### config.mk
export PLATFORM = sky130hd
export DESIGN_NAME = nibble_handshake_keyboard_poller_unit_flat
export DESIGN_NICKNAME = d
export VERILOG_FILES = /design/src/rtl/nhkp_pkg.sv /design/src/rtl/nhkp_if.sv /design/src/rtl/nibble_handshake_keyboard_poller_unit.sv /design/src/flat_wrapper.sv
export SDC_FILE = /design/constraint.sdc
export NUM_CORES = 1
export LEC_CHECK = 0
export ABC_AREA = 1
export ABC_CLOCK_PERIOD_IN_PS = 13800
export BUFFER_PORTS_ARGS = -buffer_cell sky130_fd_sc_hd__buf_2
export CAP_MARGIN = 5
export CORE_UTILIZATION = 50
export CTS_CLUSTER_DIAMETER = 60
export DETAILED_ROUTE_END_ITERATION = 12
export PLACE_DENSITY = 0.66
export SYNTH_ARGS = -nofsm -noshare
export SYNTH_HDL_FRONTEND = slang
export SYNTH_SLANG_ARGS = --single-unit
### constraint.sdc
create_clock -name clk_i -period 13.8 [get_ports clk_i]
set_input_delay 1.38 -clock clk_i [delete_from_list [all_inputs] [get_ports clk_i]]
set_output_delay 1.38 -clock clk_i [all_outputs]
set_load 0.01 [all_outputs]
### src/rtl/nhkp_pkg.sv
// ----------------------------------------------------------------------------
// nhkp_pkg: shared types and constants of the nibble handshake keyboard poller
// Field widths, command and status codes, pin drive codes, the modifier
// scancode decoder and the input and result payload structs.
// ----------------------------------------------------------------------------
package nhkp_pkg;

  localparam int unsigned NIBBLE_COUNT_DEF = 12;

  localparam int unsigned MODE_W   = 2;
  localparam int unsigned NIB_W    = 4;
  localparam int unsigned SC_W     = 8;
  localparam int unsigned TMO_W    = 8;
  localparam int unsigned CFG_IDX_W = 1;
  localparam int unsigned CFG_DW   = 8;
  localparam int unsigned KEY_N    = 256;
  localparam int unsigned MOD_W    = 6;

  // Command codes carried in the mode field.
  localparam logic [MODE_W-1:0] MODE_TICK   = 2'd0;
  localparam logic [MODE_W-1:0] MODE_DETECT = 2'd1;
  localparam logic [MODE_W-1:0] MODE_POLL   = 2'd2;

  // Configuration register indexes.
  localparam logic [CFG_IDX_W-1:0] CFG_TIMEOUT  = 1'b0;
  localparam logic [CFG_IDX_W-1:0] CFG_POLARITY = 1'b1;

  localparam logic [TMO_W-1:0] TIMEOUT_RST = 8'd128;

  // Pin drive codes: bit 1 is TH, bit 0 is TR.
  localparam logic [1:0] DRV_NONE = 2'b00;
  localparam logic [1:0] DRV_TR   = 2'b01;
  localparam logic [1:0] DRV_BOTH = 2'b11;

  // Nibble positions inside one poll frame.
  localparam int unsigned NIB_SIG0  = 0;
  localparam int unsigned NIB_SIG1  = 1;
  localparam int unsigned NIB_STAT  = 7;
  localparam int unsigned NIB_SC_HI = 8;
  localparam int unsigned NIB_SC_LO = 9;

  localparam logic [NIB_W-1:0] SIG0_VAL     = 4'h3;
  localparam logic [NIB_W-1:0] SIG1_VAL     = 4'h4;
  localparam logic [NIB_W-1:0] EVENT_MASK   = 4'h9;
  localparam logic [NIB_W-1:0] KBD_ID_VAL   = 4'h1;

  // Modifier flag bits.
  localparam logic [MOD_W-1:0] MOD_LSHIFT = 6'h01;
  localparam logic [MOD_W-1:0] MOD_RSHIFT = 6'h02;
  localparam logic [MOD_W-1:0] MOD_LCTRL  = 6'h04;
  localparam logic [MOD_W-1:0] MOD_RCTRL  = 6'h08;
  localparam logic [MOD_W-1:0] MOD_LALT   = 6'h10;
  localparam logic [MOD_W-1:0] MOD_RALT   = 6'h20;

  typedef enum logic [1:0] {
    ST_COMM_ERROR = 2'd0,
    ST_NO_EVENT   = 2'd1,
    ST_KEY_EVENT  = 2'd2
  } status_e;

  typedef struct packed {
    logic [MODE_W-1:0] mode;
    logic              tl_in;
    logic [NIB_W-1:0]  data_in;
    logic [SC_W-1:0]   query_scancode;
  } item_t;

  typedef struct packed {
    logic            th_out;
    logic            tr_out;
    logic            done_res;
    logic [1:0]      poll_status;
    logic            event_valid;
    logic [SC_W-1:0] event_scancode;
    logic            make_break;
    logic            key_pressed;
    logic            shift_held;
    logic            ctrl_held;
    logic            alt_held;
    logic            present;
  } result_t;

  // Maps a scancode to its modifier flag, or to zero for ordinary keys.
  function automatic logic [MOD_W-1:0] mod_mask(input logic [SC_W-1:0] sc);
    logic [MOD_W-1:0] m;
    case (sc)
      8'h12:   m = MOD_LSHIFT;
      8'h59:   m = MOD_RSHIFT;
      8'h14:   m = MOD_LCTRL;
      8'h18:   m = MOD_RCTRL;
      8'h11:   m = MOD_LALT;
      8'h17:   m = MOD_RALT;
      default: m = '0;
    endcase
    return m;
  endfunction

endpackage

### src/rtl/nhkp_if.sv
// ----------------------------------------------------------------------------
// nhkp_if: valid/ready channels of the nibble handshake keyboard poller
// One interface for the sampled pin items and one for the result items.
// ----------------------------------------------------------------------------
interface nhkp_in_if;
  import nhkp_pkg::*;
  logic              valid;
  logic              ready;
  logic [MODE_W-1:0] mode;
  logic              tl_in;
  logic [NIB_W-1:0]  data_in;
  logic [SC_W-1:0]   query_scancode;

  modport source (output valid, mode, tl_in, data_in, query_scancode, input ready);
  modport sink (input valid, mode, tl_in, data_in, query_scancode, output ready);
endinterface

interface nhkp_out_if;
  import nhkp_pkg::*;
  logic            valid;
  logic            ready;
  logic            th_out;
  logic            tr_out;
  logic            done_res;
  logic [1:0]      poll_status;
  logic            event_valid;
  logic [SC_W-1:0] event_scancode;
  logic            make_break;
  logic            key_pressed;
  logic            shift_held;
  logic            ctrl_held;
  logic            alt_held;
  logic            present;

  modport source (output valid, th_out, tr_out, done_res, poll_status, event_valid,
                  event_scancode, make_break, key_pressed, shift_held, ctrl_held,
                  alt_held, present, input ready);
  modport sink (input valid, th_out, tr_out, done_res, poll_status, event_valid,
                event_scancode, make_break, key_pressed, shift_held, ctrl_held,
                alt_held, present, output ready);
endinterface

### src/rtl/nibble_handshake_keyboard_poller_unit.sv
// ----------------------------------------------------------------------------
// nibble_handshake_keyboard_poller_unit: host-side keyboard nibble poller
// Steps the detect and poll handshake once per sampled pin item and keeps the
// key map and modifier flags of the attached keyboard.
// ----------------------------------------------------------------------------
// Usage. Every transfer on in_ch is one sampled tick of the keyboard port: the
// command (plain tick, detect or poll), the TL level, the data nibble and a
// scancode to query. Every such transfer yields exactly one transfer on out_ch
// carrying the TH/TR levels to drive, the done flag, the stored poll status, a
// key event if one completed, the queried key state and the modifier flags.
// Configuration (handshake timeout and the make/break polarity) is written on
// the cfg_* port while no item is in flight.
// Pipeline: an accepted item is held in the input register, is stepped through
// the handshake state machine and lands in the result register, from which its
// result is offered on out_ch.
// One item is taken per cycle while the receiver does not stall.
// The key map is a 256 x 1 memory: its read is launched at the input transfer
// and a one-entry bypass covers a write made in that same cycle.
// Reset puts the state machine in idle with TH and TR high, clears the key
// map (per-entry valid bits), the modifier flags, the present flag and sets the
// status to communication error; no clearing pass is needed.
// When the receiver stalls, the result register holds and one further item may
// still be taken into the input register; after that in_ch.ready drops.
// ----------------------------------------------------------------------------
module nibble_handshake_keyboard_poller_unit #(
  parameter int unsigned NIBBLE_COUNT = nhkp_pkg::NIBBLE_COUNT_DEF
) (
  input  logic                           clk_i,
  input  logic                           rst_ni,
  nhkp_in_if.sink                        in_ch,
  nhkp_out_if.source                     out_ch,
  input  logic                           cfg_we_i,
  input  logic [nhkp_pkg::CFG_IDX_W-1:0] cfg_idx_i,
  input  logic [nhkp_pkg::CFG_DW-1:0]    cfg_data_i
);
  import nhkp_pkg::*;

  localparam int unsigned IDX_W = $clog2(NIBBLE_COUNT);
  localparam logic [IDX_W-1:0] IDX_LAST = IDX_W'(NIBBLE_COUNT - 1);

  typedef enum logic [1:0] {
    PH_IDLE,
    PH_DETECT,
    PH_WAIT_LOW,
    PH_WAIT_HIGH
  } phase_e;

  // Configuration registers.
  logic [TMO_W-1:0] timeout_q;
  logic             polarity_q;

  // Pipeline: input register, result register.
  logic    a_vld_q;
  item_t   a_q;
  logic    o_vld_q;
  result_t res_q;
  logic    commit;
  logic    load;

  // Handshake state.
  phase_e           phase_q, phase_d;
  logic [IDX_W-1:0] idx_q, idx_d;
  logic [TMO_W-1:0] miss_q, miss_d;
  logic [NIB_W-1:0] nib_q [NIBBLE_COUNT];
  logic [MOD_W-1:0] mod_q, mod_d;
  logic             present_q, present_d;
  status_e          status_q, status_d;
  logic [1:0]       pin_q, pin_d;

  // Key map memory with per-entry valid bits and a one-entry write bypass.
  logic            key_mem [KEY_N];
  logic [KEY_N-1:0] key_vld_q;
  logic            rd_q;
  logic            byp_vld_q;
  logic [SC_W-1:0] byp_addr_q;
  logic            byp_bit_q;

  // Step results.
  logic [NIB_W-1:0] nib_cur [NIBBLE_COUNT];
  logic             nib_we;
  logic             clr_keys;
  logic             key_we;
  logic             key_bit;
  logic             done;
  logic             ev;
  logic             mb;
  logic [SC_W-1:0]  sc;
  logic             want;
  logic             down;
  logic [MOD_W-1:0] mmask;
  logic [NIB_W-1:0] n7;
  logic             frame_mb;
  logic [SC_W-1:0]  frame_sc;
  logic             key_base;
  result_t          res_d;

  assign commit      = a_vld_q && (!o_vld_q || out_ch.ready);
  assign in_ch.ready = !a_vld_q || commit;
  assign load        = in_ch.valid && in_ch.ready;

  // Even nibbles wait for TL low, odd ones for TL high; a nibble is captured
  // on the tick where TL matches.
  assign want   = (phase_q == PH_WAIT_HIGH);
  assign nib_we = (phase_q == PH_WAIT_LOW || phase_q == PH_WAIT_HIGH) &&
                  (a_q.tl_in == want);

  // Nibble store seen with the nibble captured on this tick forwarded in, so
  // the last nibble of a frame is usable at once.
  always_comb begin
    for (int i = 0; i < NIBBLE_COUNT; i++) begin
      nib_cur[i] = (nib_we && idx_q == IDX_W'(i)) ? a_q.data_in : nib_q[i];
    end
  end

  assign n7       = nib_cur[IDX_W'(NIB_STAT)];
  assign frame_mb = n7[0];
  assign frame_sc = {nib_cur[IDX_W'(NIB_SC_HI)], nib_cur[IDX_W'(NIB_SC_LO)]};
  assign mmask    = mod_mask(frame_sc);
  assign down     = (frame_mb == polarity_q);

  always_comb begin
    phase_d   = phase_q;
    idx_d     = idx_q;
    miss_d    = miss_q;
    mod_d     = mod_q;
    present_d = present_q;
    status_d  = status_q;
    pin_d     = pin_q;
    clr_keys  = 1'b0;
    key_we    = 1'b0;
    key_bit   = 1'b0;
    done      = 1'b0;
    ev        = 1'b0;
    mb        = 1'b0;
    sc        = '0;
    case (phase_q)
      PH_IDLE: begin
        if (a_q.mode == MODE_DETECT) begin
          clr_keys = 1'b1;
          mod_d    = '0;
          pin_d    = DRV_TR;
          phase_d  = PH_DETECT;
        end else if (a_q.mode == MODE_POLL && present_q) begin
          idx_d   = '0;
          miss_d  = '0;
          pin_d   = DRV_NONE;
          phase_d = PH_WAIT_LOW;
        end
      end
      PH_DETECT: begin
        present_d = (a_q.data_in == KBD_ID_VAL);
        pin_d     = DRV_BOTH;
        phase_d   = PH_IDLE;
        done      = 1'b1;
      end
      PH_WAIT_LOW, PH_WAIT_HIGH: begin
        if (nib_we) begin
          miss_d = '0;
          if (idx_q == IDX_LAST) begin
            done    = 1'b1;
            pin_d   = DRV_BOTH;
            phase_d = PH_IDLE;
            idx_d   = '0;
            if (nib_cur[IDX_W'(NIB_SIG0)] != SIG0_VAL ||
                nib_cur[IDX_W'(NIB_SIG1)] != SIG1_VAL) begin
              status_d = ST_COMM_ERROR;
            end else if ((n7 & EVENT_MASK) == '0) begin
              status_d = ST_NO_EVENT;
            end else begin
              status_d = ST_KEY_EVENT;
              ev       = 1'b1;
              mb       = frame_mb;
              sc       = frame_sc;
              key_we   = 1'b1;
              key_bit  = down;
              if (mmask != '0) begin
                mod_d = down ? (mod_q | mmask) : (mod_q & ~mmask);
              end
            end
          end else begin
            idx_d = idx_q + IDX_W'(1);
            if (want) begin
              pin_d   = DRV_NONE;
              phase_d = PH_WAIT_LOW;
            end else begin
              pin_d   = DRV_TR;
              phase_d = PH_WAIT_HIGH;
            end
          end
        end else if (miss_q >= timeout_q) begin
          pin_d    = DRV_BOTH;
          phase_d  = PH_IDLE;
          status_d = ST_COMM_ERROR;
          miss_d   = '0;
          done     = 1'b1;
        end else begin
          miss_d = miss_q + TMO_W'(1);
        end
      end
      default: begin
        phase_d = PH_IDLE;
        pin_d   = DRV_BOTH;
      end
    endcase
  end

  // Stored key state of the queried scancode before this tick's update.
  always_comb begin
    if (!key_vld_q[a_q.query_scancode]) begin
      key_base = 1'b0;
    end else if (byp_vld_q && byp_addr_q == a_q.query_scancode) begin
      key_base = byp_bit_q;
    end else begin
      key_base = rd_q;
    end
  end

  always_comb begin
    res_d.th_out         = pin_d[1];
    res_d.tr_out         = pin_d[0];
    res_d.done_res       = done;
    res_d.poll_status    = status_d;
    res_d.event_valid    = ev;
    res_d.event_scancode = sc;
    res_d.make_break     = mb;
    if (clr_keys) begin
      res_d.key_pressed = 1'b0;
    end else if (key_we && sc == a_q.query_scancode) begin
      res_d.key_pressed = key_bit;
    end else begin
      res_d.key_pressed = key_base;
    end
    res_d.shift_held = |(mod_d & (MOD_LSHIFT | MOD_RSHIFT));
    res_d.ctrl_held  = |(mod_d & (MOD_LCTRL | MOD_RCTRL));
    res_d.alt_held   = |(mod_d & (MOD_LALT | MOD_RALT));
    res_d.present    = present_d;
  end

  // Configuration registers.
  always_ff @(posedge clk_i or negedge rst_ni) begin
    if (!rst_ni) begin
      timeout_q  <= TIMEOUT_RST;
      polarity_q <= 1'b0;
    end else if (cfg_we_i) begin
      case (cfg_idx_i)
        CFG_TIMEOUT:  timeout_q  <= cfg_data_i[TMO_W-1:0];
        CFG_POLARITY: polarity_q <= cfg_data_i[0];
        default: ;
      endcase
    end
  end

  // Pipeline control and handshake state.
  always_ff @(posedge clk_i or negedge rst_ni) begin
    if (!rst_ni) begin
      a_vld_q   <= 1'b0;
      o_vld_q   <= 1'b0;
      phase_q   <= PH_IDLE;
      idx_q     <= '0;
      miss_q    <= '0;
      mod_q     <= '0;
      present_q <= 1'b0;
      status_q  <= ST_COMM_ERROR;
      pin_q     <= DRV_BOTH;
      key_vld_q <= '0;
      byp_vld_q <= 1'b0;
    end else begin
      if (load) begin
        a_vld_q   <= 1'b1;
        byp_vld_q <= commit && key_we;
      end else if (commit) begin
        a_vld_q <= 1'b0;
      end
      if (commit) begin
        o_vld_q <= 1'b1;
      end else if (out_ch.ready) begin
        o_vld_q <= 1'b0;
      end
      if (commit) begin
        phase_q   <= phase_d;
        idx_q     <= idx_d;
        miss_q    <= miss_d;
        mod_q     <= mod_d;
        present_q <= present_d;
        status_q  <= status_d;
        pin_q     <= pin_d;
        if (clr_keys) begin
          key_vld_q <= '0;
        end else if (key_we) begin
          key_vld_q[sc] <= 1'b1;
        end
      end
    end
  end

  // Payload registers and memories.
  always_ff @(posedge clk_i) begin
    if (load) begin
      a_q        <= item_t'{mode: in_ch.mode, tl_in: in_ch.tl_in, data_in: in_ch.data_in,
                            query_scancode: in_ch.query_scancode};
      rd_q       <= key_mem[in_ch.query_scancode];
      byp_addr_q <= sc;
      byp_bit_q  <= key_bit;
    end
    if (commit) begin
      res_q <= res_d;
      if (nib_we) begin
        nib_q[idx_q] <= a_q.data_in;
      end
      if (key_we) begin
        key_mem[sc] <= key_bit;
      end
    end
  end

  assign out_ch.valid          = o_vld_q;
  assign out_ch.th_out         = res_q.th_out;
  assign out_ch.tr_out         = res_q.tr_out;
  assign out_ch.done_res       = res_q.done_res;
  assign out_ch.poll_status    = res_q.poll_status;
  assign out_ch.event_valid    = res_q.event_valid;
  assign out_ch.event_scancode = res_q.event_scancode;
  assign out_ch.make_break     = res_q.make_break;
  assign out_ch.key_pressed    = res_q.key_pressed;
  assign out_ch.shift_held     = res_q.shift_held;
  assign out_ch.ctrl_held      = res_q.ctrl_held;
  assign out_ch.alt_held       = res_q.alt_held;
  assign out_ch.present        = res_q.present;

  // A reported key event always closes a poll with the key event status.
  a_event_done: assert property (@(posedge clk_i) disable iff (!rst_ni)
    (o_vld_q && res_q.event_valid) |->
      (res_q.done_res && res_q.poll_status == ST_KEY_EVENT))
    else $error("key event without a finished poll");

  // A poll frame only runs while the keyboard is known to be present.
  a_poll_present: assert property (@(posedge clk_i) disable iff (!rst_ni)
    (phase_q == PH_WAIT_LOW || phase_q == PH_WAIT_HIGH) |-> present_q)
    else $error("poll running without a present keyboard");

  // Both lines are released whenever the poller is idle.
  a_idle_pins: assert property (@(posedge clk_i) disable iff (!rst_ni)
    (phase_q == PH_IDLE) |-> (pin_q == DRV_BOTH))
    else $error("TH/TR not released in idle");

  // The present flag can only be raised by the end of a detect.
  a_present_rise: assert property (@(posedge clk_i) disable iff (!rst_ni)
    $rose(present_q) |-> ($past(phase_q) == PH_DETECT && $past(commit)))
    else $error("present flag raised outside a detect");

endmodule
### src/flat_wrapper.sv
// flat-port wrapper written by rule: the top's interface ports become plain ports
module nibble_handshake_keyboard_poller_unit_flat import nhkp_pkg::*;
#(
  parameter int unsigned NIBBLE_COUNT = nhkp_pkg::NIBBLE_COUNT_DEF
)
  (clk_i, rst_ni, cfg_we_i, cfg_idx_i, cfg_data_i, in_ch_valid, in_ch_mode, in_ch_tl_in, in_ch_data_in, in_ch_query_scancode, in_ch_ready, out_ch_valid, out_ch_th_out, out_ch_tr_out, out_ch_done_res, out_ch_poll_status, out_ch_event_valid, out_ch_event_scancode, out_ch_make_break, out_ch_key_pressed, out_ch_shift_held, out_ch_ctrl_held, out_ch_alt_held, out_ch_present, out_ch_ready);
  nhkp_in_if in_ch_i ();
  nhkp_out_if out_ch_i ();
  input  logic clk_i;
  input  logic rst_ni;
  input  logic cfg_we_i;
  input  logic [nhkp_pkg::CFG_IDX_W-1:0] cfg_idx_i;
  input  logic [nhkp_pkg::CFG_DW-1:0] cfg_data_i;
  input wire logic [$bits(in_ch_i.valid)-1:0] in_ch_valid;
  input wire logic [$bits(in_ch_i.mode)-1:0] in_ch_mode;
  input wire logic [$bits(in_ch_i.tl_in)-1:0] in_ch_tl_in;
  input wire logic [$bits(in_ch_i.data_in)-1:0] in_ch_data_in;
  input wire logic [$bits(in_ch_i.query_scancode)-1:0] in_ch_query_scancode;
  output wire logic [$bits(in_ch_i.ready)-1:0] in_ch_ready;
  output wire logic [$bits(out_ch_i.valid)-1:0] out_ch_valid;
  output wire logic [$bits(out_ch_i.th_out)-1:0] out_ch_th_out;
  output wire logic [$bits(out_ch_i.tr_out)-1:0] out_ch_tr_out;
  output wire logic [$bits(out_ch_i.done_res)-1:0] out_ch_done_res;
  output wire logic [$bits(out_ch_i.poll_status)-1:0] out_ch_poll_status;
  output wire logic [$bits(out_ch_i.event_valid)-1:0] out_ch_event_valid;
  output wire logic [$bits(out_ch_i.event_scancode)-1:0] out_ch_event_scancode;
  output wire logic [$bits(out_ch_i.make_break)-1:0] out_ch_make_break;
  output wire logic [$bits(out_ch_i.key_pressed)-1:0] out_ch_key_pressed;
  output wire logic [$bits(out_ch_i.shift_held)-1:0] out_ch_shift_held;
  output wire logic [$bits(out_ch_i.ctrl_held)-1:0] out_ch_ctrl_held;
  output wire logic [$bits(out_ch_i.alt_held)-1:0] out_ch_alt_held;
  output wire logic [$bits(out_ch_i.present)-1:0] out_ch_present;
  input wire logic [$bits(out_ch_i.ready)-1:0] out_ch_ready;
  assign in_ch_i.valid = in_ch_valid;
  assign in_ch_i.mode = in_ch_mode;
  assign in_ch_i.tl_in = in_ch_tl_in;
  assign in_ch_i.data_in = in_ch_data_in;
  assign in_ch_i.query_scancode = in_ch_query_scancode;
  assign in_ch_ready = in_ch_i.ready;
  assign out_ch_valid = out_ch_i.valid;
  assign out_ch_th_out = out_ch_i.th_out;
  assign out_ch_tr_out = out_ch_i.tr_out;
  assign out_ch_done_res = out_ch_i.done_res;
  assign out_ch_poll_status = out_ch_i.poll_status;
  assign out_ch_event_valid = out_ch_i.event_valid;
  assign out_ch_event_scancode = out_ch_i.event_scancode;
  assign out_ch_make_break = out_ch_i.make_break;
  assign out_ch_key_pressed = out_ch_i.key_pressed;
  assign out_ch_shift_held = out_ch_i.shift_held;
  assign out_ch_ctrl_held = out_ch_i.ctrl_held;
  assign out_ch_alt_held = out_ch_i.alt_held;
  assign out_ch_present = out_ch_i.present;
  assign out_ch_i.ready = out_ch_ready;
  nibble_handshake_keyboard_poller_unit #(.NIBBLE_COUNT(NIBBLE_COUNT)) u_core (.clk_i(clk_i), .rst_ni(rst_ni), .in_ch(in_ch_i), .out_ch(out_ch_i), .cfg_we_i(cfg_we_i), .cfg_idx_i(cfg_idx_i), .cfg_data_i(cfg_data_i));
endmodule
==> results of run 1 <==
registers in the layout (all words and copies together), names as in the netlist, 4 cells and up:
register	count
u_core.timeout_q	8
u_core.key_vld_q	256
u_core.idx_q	4
u_core.byp_addr_q	8
u_core.miss_q	8
u_core.a_q	15
u_core.key_mem	256
u_core.out_ch.event_scancode	8
u_core.mod_q	6
u_core.nib_q	18
layout by cell type, fill, tap and decap left out, drive strengths merged, types with 6 or more instances in the layout:
| cell type | count |
|---|---|
| nand2 | 601 |
| nor2 | 556 |
| inv | 416 |
| nand3 | 378 |
| edfxtp | 319 |
| dfrtp | 290 |
| o21ai | 196 |
| a21oi | 145 |
| clkbuf | 89 |
| buf | 86 |
| o22ai | 69 |
| nor3 | 65 |
| clkinv | 29 |
| nand4 | 12 |
| ha | 12 |
| nor4 | 8 |
| a31oi | 8 |
| xor2 | 6 |
power by group through the flow:
stage	Combinational, mW	Clock, mW	Sequential, mW
floorplan	0.439	0	2.21
global placement	0.613	0	2.23
detailed placement	0.627	0	2.23
CTS	0.632	1.83	2.20
global route	0.714	1.90	2.22
finish	0.638	1.81	2.20
kinds of logic (layout without fill, tap and decap cells):
kind of cell / Yosys count / in the layout
AO/OA/AOI/OAI: 433 / 433
XOR/XNOR: 8 / 8
adder cells (fa/ha/maj): 12 / 12
buffers and inverters: 607 / 624
flip-flops: 612 / 612
other: 0 / 2
AND/OR/NAND/NOR: 1625 / 1625
worst paths after layout:
path,start,end,slack [ns],cells past startpoint
max,u_core.phase_q[1]$_DFFE_PN0P_,u_core.key_mem[238]$_DFFE_PP_,8.81,15
min,u_core.timeout_q[7]$_DFFE_PN1P_,u_core.timeout_q[7]$_DFFE_PN1P_,0.49,2
max reg2reg,u_core.phase_q[1]$_DFFE_PN0P_,u_core.key_mem[238]$_DFFE_PP_,8.81,15
min reg2reg,u_core.timeout_q[7]$_DFFE_PN1P_,u_core.timeout_q[7]$_DFFE_PN1P_,0.49,2
max in group asynchronous,rst_ni,u_core.key_vld_q[91]$_DFFE_PN0P_,10.78,3
min in group asynchronous,rst_ni,u_core.key_vld_q[122]$_DFFE_PN0P_,0.78,1
per-stage QoR:
step / worst slack [ns] / hold slack (ns) / total power, mW
2_1_floorplan: 4.88 / 0.450 / 2.65
3_3_place_gp: 8.91 / 0.464 / 2.84
3_5_place_dp: 8.89 / 0.479 / 2.86
4_1_cts: 8.91 / 0.492 / 4.66
5_1_grt: 8.65 / 0.503 / 4.84
6_report: 8.81 / 0.486 / 4.65
area by class of cell:
class / count / share of cell area (%)
antenna: 2 / 0.0157
clock buffer: 89 / 5.95
clock inverter: 37 / 0.963
inverter: 412 / 4.88
multi-input combinational: 2078 / 30.3
sequential: 612 / 53.2
tap: 756 / 2.97
timing repair buffer: 86 / 1.71
per-layer routing:
| layer | vias to the layer above | global-route usage, % | share of wire (%) |
|---|---|---|---|
| met5 | - | 0.817 | 0.082 |
| met3 | 293 | 6.50 | 11 |
| li1 | 10700 | - | - |
| met2 | 1412 | 48.2 | 45 |
| met4 | 4 | 15.3 | 4.9 |
| met1 | 11400 | 42.2 | 39 |
worst reg2reg max path: cells and delay by family (launching register included):
kind                   cells  cell delay [ns]
and+or+nand+nor           11             2.53
DFF                        1             0.67
buffers and inverters      4             1.50
==> impl_metrics.json, run 1 <==
{
  "multiInputGateArea_um2": 9650,
  "p_int_mw": 3.34,
  "switching_power_mw": 1.32,
  "crit_family": "simple AND/OR/NAND/NOR gates",
  "path_class": "reg2reg",
  "min_path_type": "reg2reg",
  "worst_pin_slew_ns": 1.18,
  "fin_crit_sh_pct": 36.2,
  "pin_count": 51,
  "syn-num-nets": 3338,
  "status": "complete, no violations",
  "cts_tree": "yes",
  "synth_area_um2": 28900,
  "grt_max_degree": 183,
  "ir_drop_mv": 0.0999,
  "yosysTopAreaCell": "edfxtp_1",
  "startpoint_type": "flip-flop",
  "syn_inst": 3297,
  "grt_pass1_vias": 23300,
  "synth_most_common_cell": "nand2_1",
  "setup_viol": 0,
  "post_cts_buffers": 0,
  "first_iter_violations": 3066,
  "dpl-instance-area_um2": 29600,
  "fp.coreArea_um2": 56700,
  "path_max_fanout": 61,
  "ys_ff_latch": 612,
  "relSlewSlack_pct": 21.1,
  "synth_area_leaders": "edfxtp_1, dfrtp_1, nand2_1",
  "clockPowerShare_pct": 39.0,
  "powerDensity_nw_per_um2": 146,
  "start_util_pct": 51.0,
  "path_clk_slew_ns": 0.06,
  "antenna_found_initial": 2,
  "drt-total-wl_mm": 91.5,
  "final_nets": 3299,
  "fmax_ghz": 0.200,
  "hold_violations": 0,
  "path_buf_inv": 4,
  "finalCriticalPeriod_ns": 4.99,
  "postCtsHoldBufs": 0,
  "nFillCells": 4950,
  "htreeDepth": 3,
  "cts.sinks": 612,
  "power.leakage_nw": 13.9,
  "wl_per_cell_um": 22.5,
  "yosys.area_share.xor_xnor_pct": 0.242,
  "async_flop_share_pct": 47.9,
  "synth.distinct_cells": 50,
  "path_common_cell": "nand2_1",
  "die_area_um2": 58800,
  "fp.dieW_um": 242,
  "place.gp.congestion": 0.901,
  "clockBufferDepth": 3,
  "seq_area_um2": 16900,
  "cap_violations": 0,
  "drive_above_1_share_pct": 10.7,
  "power_frac_seq_pct": 47.3,
  "cp_slowest_stage_delay_ns": 1.07,
  "yosys.area_share.simple_pct": 24.4,
  "crit_required_ns": 14.12,
  "rsz0062_at_grt": "false",
  "fin_worst_skew_ns": 0.0263,
  "gr-usage-all-layers_pct": 31.3,
  "cts-root-buf": "clkbuf_16",
  "synth-edff-count": 319,
  "cts_resized": 0,
  "synth_compound_area_share_pct": 8.15,
  "final_cells": 4072,
  "clk_latency_ns": 0.62,
  "dp.cells": 3944,
  "synthMuxAreaShare_pct": 0,
  "rows": 87,
  "synth.top_cells.by_count": "nand2_1, nor2_1, nand3_1",
  "synth_top_family_by_area": "simple AND/OR/NAND/NOR gates",
  "endpoint_kind": "flip-flop",
  "p_comb_share_pct": 13.7,
  "ant_nets": 0,
  "cts_buffers": 68,
  "cpMaxStageDelayCell": "nor3_4",
  "vias_per_cell": 5.85,
  "place_hpwl_mm": 52.0,
  "synth_top_area_share_pct": 33.1,
  "grt_pass1_wl_mm": 140,
  "yosys_warnings": 0,
  "die_y_um": 242,
  "crit_path_cell_trace": "nand2_1, nand2_2, nand2_2, nor2_4, nand3_1, nand2_1, inv_1, nand2_4, nand2_8, nor2_4, buf_4, inv_2, nor3_4, nand2_1, inv_2",
  "swShare_pct": 28.3,
  "synth_area_per_cell_um2": 8.77,
  "areaGrowthSynthToFinish_pct": 10.1,
  "synth_seq_area_share_pct": 58.5,
  "num_vias": 23800,
  "synth-main-ff-cell": "edfxtp_1",
  "first_pass_iters": 6,
  "synthAdderAreaFrac_pct": 0.519,
  "cp.arrival_ns": 5.31,
  "fin_area_um2": 31800,
  "drc": 0,
  "timing.setup.tns_ns": 0,
  "grt_overflow": 0,
  "io_buffers": 50,
  "drv_slew": 0,
  "postLayoutCoreUtil_pct": 56.1
}
Note: power is estimated with default switching activity, not from simulation.
==> inputs of run 2 (changes only) <==
--- a/config.mk
+++ b/config.mk
@@ -5,14 +5,14 @@
 export SDC_FILE = /design/constraint.sdc
 export NUM_CORES = 1
 export LEC_CHECK = 0
-export ABC_AREA = 1
-export ABC_CLOCK_PERIOD_IN_PS = 13800
+export ABC_AREA = 0
+export ABC_CLOCK_PERIOD_IN_PS = 4200
 export BUFFER_PORTS_ARGS = -buffer_cell sky130_fd_sc_hd__buf_2
 export CAP_MARGIN = 5
 export CORE_UTILIZATION = 50
 export CTS_CLUSTER_DIAMETER = 60
 export DETAILED_ROUTE_END_ITERATION = 12
-export PLACE_DENSITY = 0.66
+export PLACE_DENSITY = 0.68
 export SYNTH_ARGS = -nofsm -noshare
 export SYNTH_HDL_FRONTEND = slang
 export SYNTH_SLANG_ARGS = --single-unit
==> constraint.sdc (replaced) <==
create_clock -name clk_i -period 4.2 [get_ports clk_i]
set_input_delay 0.42 -clock clk_i [delete_from_list [all_inputs] [get_ports clk_i]]
set_output_delay 0.42 -clock clk_i [all_outputs]
set_load 0.01 [all_outputs]
==> impl_metrics.json, run 2 <==
{
  "drive_above_1_share_pct": 20.4,
  "postCtsHoldBufs": 10,
  "synth.distinct_cells": 74,
  "crit_family": "simple AND/OR/NAND/NOR gates",
  "n_antenna_cell": 0,
  "place.gp.congestion": 0.932,
  "crit_path_cell_trace": "xor2_1, nor2_2, mux2i_1, or2_1, or3_1, nor2_1, o21a_1",
  "synth-main-ff-cell": "edfxtp_1",
  "start_util_pct": 51.0,
  "clockBufferDepth": 3,
  "grt_pass1_vias": 17700,
  "hold-path-cell-count": 3,
  "grt_pass1_wl_mm": 109,
  "crit_required_ns": 4.68,
  "first_iter_violations": 1977,
  "swShare_pct": 24.0,
  "r2r_cells": 7,
  "grt_overflow": 0,
  "synth_seq_area_share_pct": 62.5,
  "synth_area_um2": 27100,
  "fp.coreArea_um2": 53100,
  "ys_ff_latch": 612,
  "cts-root-buf": "clkbuf_16",
  "io_buffers": 50,
  "largestRegisters": "u_core.key_mem: 256 flops, u_core.key_vld_q: 256 flops, u_core.nib_q: 18 flops",
  "worst_pin_slew_ns": 1.06,
  "rsz0062_at_grt": "false",
  "cts_tree": "yes",
  "cpMaxStageDelayCell": "or3_1",
  "cp.arrival_ns": 4.14,
  "cap_violations": 0,
  "clk_latency_ns": 0.62,
  "ir_drop_mv": 0.484,
  "status": "complete, no violations",
  "drt-total-wl_mm": 71.1,
  "antenna_found_initial": 1,
  "fmax_ghz": 0.274,
  "finalCriticalPeriod_ns": 3.65,
  "htreeDepth": 3,
  "final_nets": 2074,
  "synth.top_cells.by_count": "nor2_1, edfxtp_1, dfrtp_1",
  "areaGrowthSynthToFinish_pct": 12.6,
  "first_pass_iters": 5,
  "clockPowerShare_pct": 43.3,
  "wl_per_cell_um": 25.6,
  "final_common_cell": "nor2_1",
  "synth-edff-count": 319,
  "path_buf_inv": 0,
  "layout_common_cells": "nor2_1, edfxtp_1, dfrtp_1",
  "p_comb_share_pct": 7.8,
  "place_hpwl_mm": 45.3,
  "cts.sinks": 612,
  "cts_resized": 0,
  "cp.depth": 7,
  "die_area_um2": 55100,
  "min_path_type": "in2reg",
  "dpl-instance-area_um2": 28200,
  "relSlewSlack_pct": 29.4,
  "pin_count": 51,
  "fp.dieW_um": 235,
  "fin_crit_sh_pct": 87.0,
  "syn_inst": 1975,
  "fin_worst_skew_ns": 0.0314,
  "synth_most_common_cell": "nor2_1",
  "path_clk_slew_ns": 0.06,
  "ant_nets": 0,
  "path_max_fanout": 14,
  "synth_top_area_share_pct": 35.4,
  "drc": 0,
  "setup_viol": 0,
  "grt_max_degree": 179,
  "power_frac_seq_pct": 48.9,
  "switching_power_mw": 3.21,
  "gr-usage-all-layers_pct": 26.5,
  "path_class": "reg2reg",
  "async_flop_share_pct": 47.9,
  "power.leakage_nw": 12.3,
  "p_int_mw": 10.1,
  "yosysTopAreaCell": "edfxtp_1",
  "timing.setup.tns_ns": 0,
  "die_y_um": 235,
  "syn-num-nets": 2016,
  "startpoint_type": "flip-flop",
  "endpoint_kind": "flip-flop",
  "rows": 84,
  "synth_area_leaders": "edfxtp_1, dfrtp_1, mux4_2",
  "fin_area_um2": 30500,
  "hold_violations": 0,
  "cts_buffers": 67,
  "cp_slowest_stage_delay_ns": 0.82,
  "num_vias": 17300,
  "powerDensity_nw_per_um2": 438,
  "yosys_warnings": 0,
  "vias_per_cell": 6.24,
  "drv_slew": 0,
  "synth_area_per_cell_um2": 13.7,
  "post_cts_buffers": 0
}
-- run 2: changes by cell type after synthesis, sizes merged, moves of 36 or more --
cell,before,now
nor2,556,415
inv,409,23
mux4,0,143
o22ai,69,6
o21a,1,201
o21ai,196,46
a21oi,145,27
nand3,378,26
clkbuf,128,61
nor3,65,23
mux2i,0,36
nand2,601,84
-- run 2: layout make-up --
class	instances	area [µm²]
Inverter	24	92.6
Clock buffer	104	1930
Tap cell	688	861
Timing Repair Buffer	120	1020
Sequential cell	612	16900
Clock inverter	18	208
Multi-Input combinational cell	1208	9460
Fill cell	4160	22600
-- run 2: per-stage QoR --
step | instances | hold slack [ns] | utilization (%) | worst slack [ns] | power [mW]
floorplan | 1975 | 0.124 | - | 0.303 | 7.29
global placement | 2642 | 0.434 | 53.2 | 0.640 | 7.64
detailed placement | 2642 | 0.439 | 53.2 | 0.553 | 7.66
CTS | 2774 | 0.00150 | 57.4 | 0.545 | 13.4
global route | 2774 | 0.0149 | 57.4 | 0.330 | 13.8
finish | 2774 | 0.0223 | 57.4 | 0.547 | 13.3
-- run 2: cell families after synthesis --
logic type               count (synthesis)  synth area share, %
XOR/XNOR                                18                0.610
multiplexers                           193                 13.9
AND/OR/NAND/NOR                        639                 10.8
buffers and inverters                  155                 2.62
AO/OA/AOI/OAI                          346                 9.02
adder cells (fa/ha/maj)                 12                0.555
flip-flops                             612                 62.5
-- run 2: power groups by stage --
| stage | clock network [mW] | registers, mW | logic [mW] |
|---|---|---|---|
| floorplan | 0 | 6.61 | 0.681 |
| global placement | 0 | 6.63 | 1.00 |
| detailed placement | 0 | 6.64 | 1.02 |
| CTS | 5.86 | 6.52 | 1.04 |
| global route | 6.09 | 6.54 | 1.14 |
| finish | 5.78 | 6.52 | 1.04 |
-- run 2: worst paths after layout --
check	start	endpoint	slack, ns
max	u_core.phase_q[0]$_DFFE_PN0P_	u_core.key_vld_q[8]$_DFFE_PN0P_	0.55
min	cfg_data_i[2]	u_core.timeout_q[2]$_DFFE_PN0P_	0.02
max reg2reg	u_core.phase_q[0]$_DFFE_PN0P_	u_core.key_vld_q[8]$_DFFE_PN0P_	0.55
min reg2reg	u_core.key_vld_q[246]$_DFFE_PN0P_	u_core.key_vld_q[246]$_DFFE_PN0P_	0.48
max in group asynchronous	rst_ni	u_core.key_vld_q[151]$_DFFE_PN0P_	2.77
min in group asynchronous	rst_ni	u_core.timeout_q[0]$_DFFE_PN0P_	0.37
-- run 2: per-layer routing --
metal | vias to the layer above | global-route usage (%) | wire length [µm]
li1 | 7421 | - | -
met1 | 8962 | 36.5 | 28900
met2 | 750 | 41.7 | 33600
met3 | 167 | 5.44 | 5970
met4 | 0 | 10.3 | 2630
met5 | - | 0 | 0
-- run 2: worst register-to-register path: cells and delay by family (launching register included) --
family	cells	cell delay [ns]
xor+xnor	1	0.25
flops	1	0.60
mux	1	0.69
compound gates	1	0.22
simple gates	4	1.76
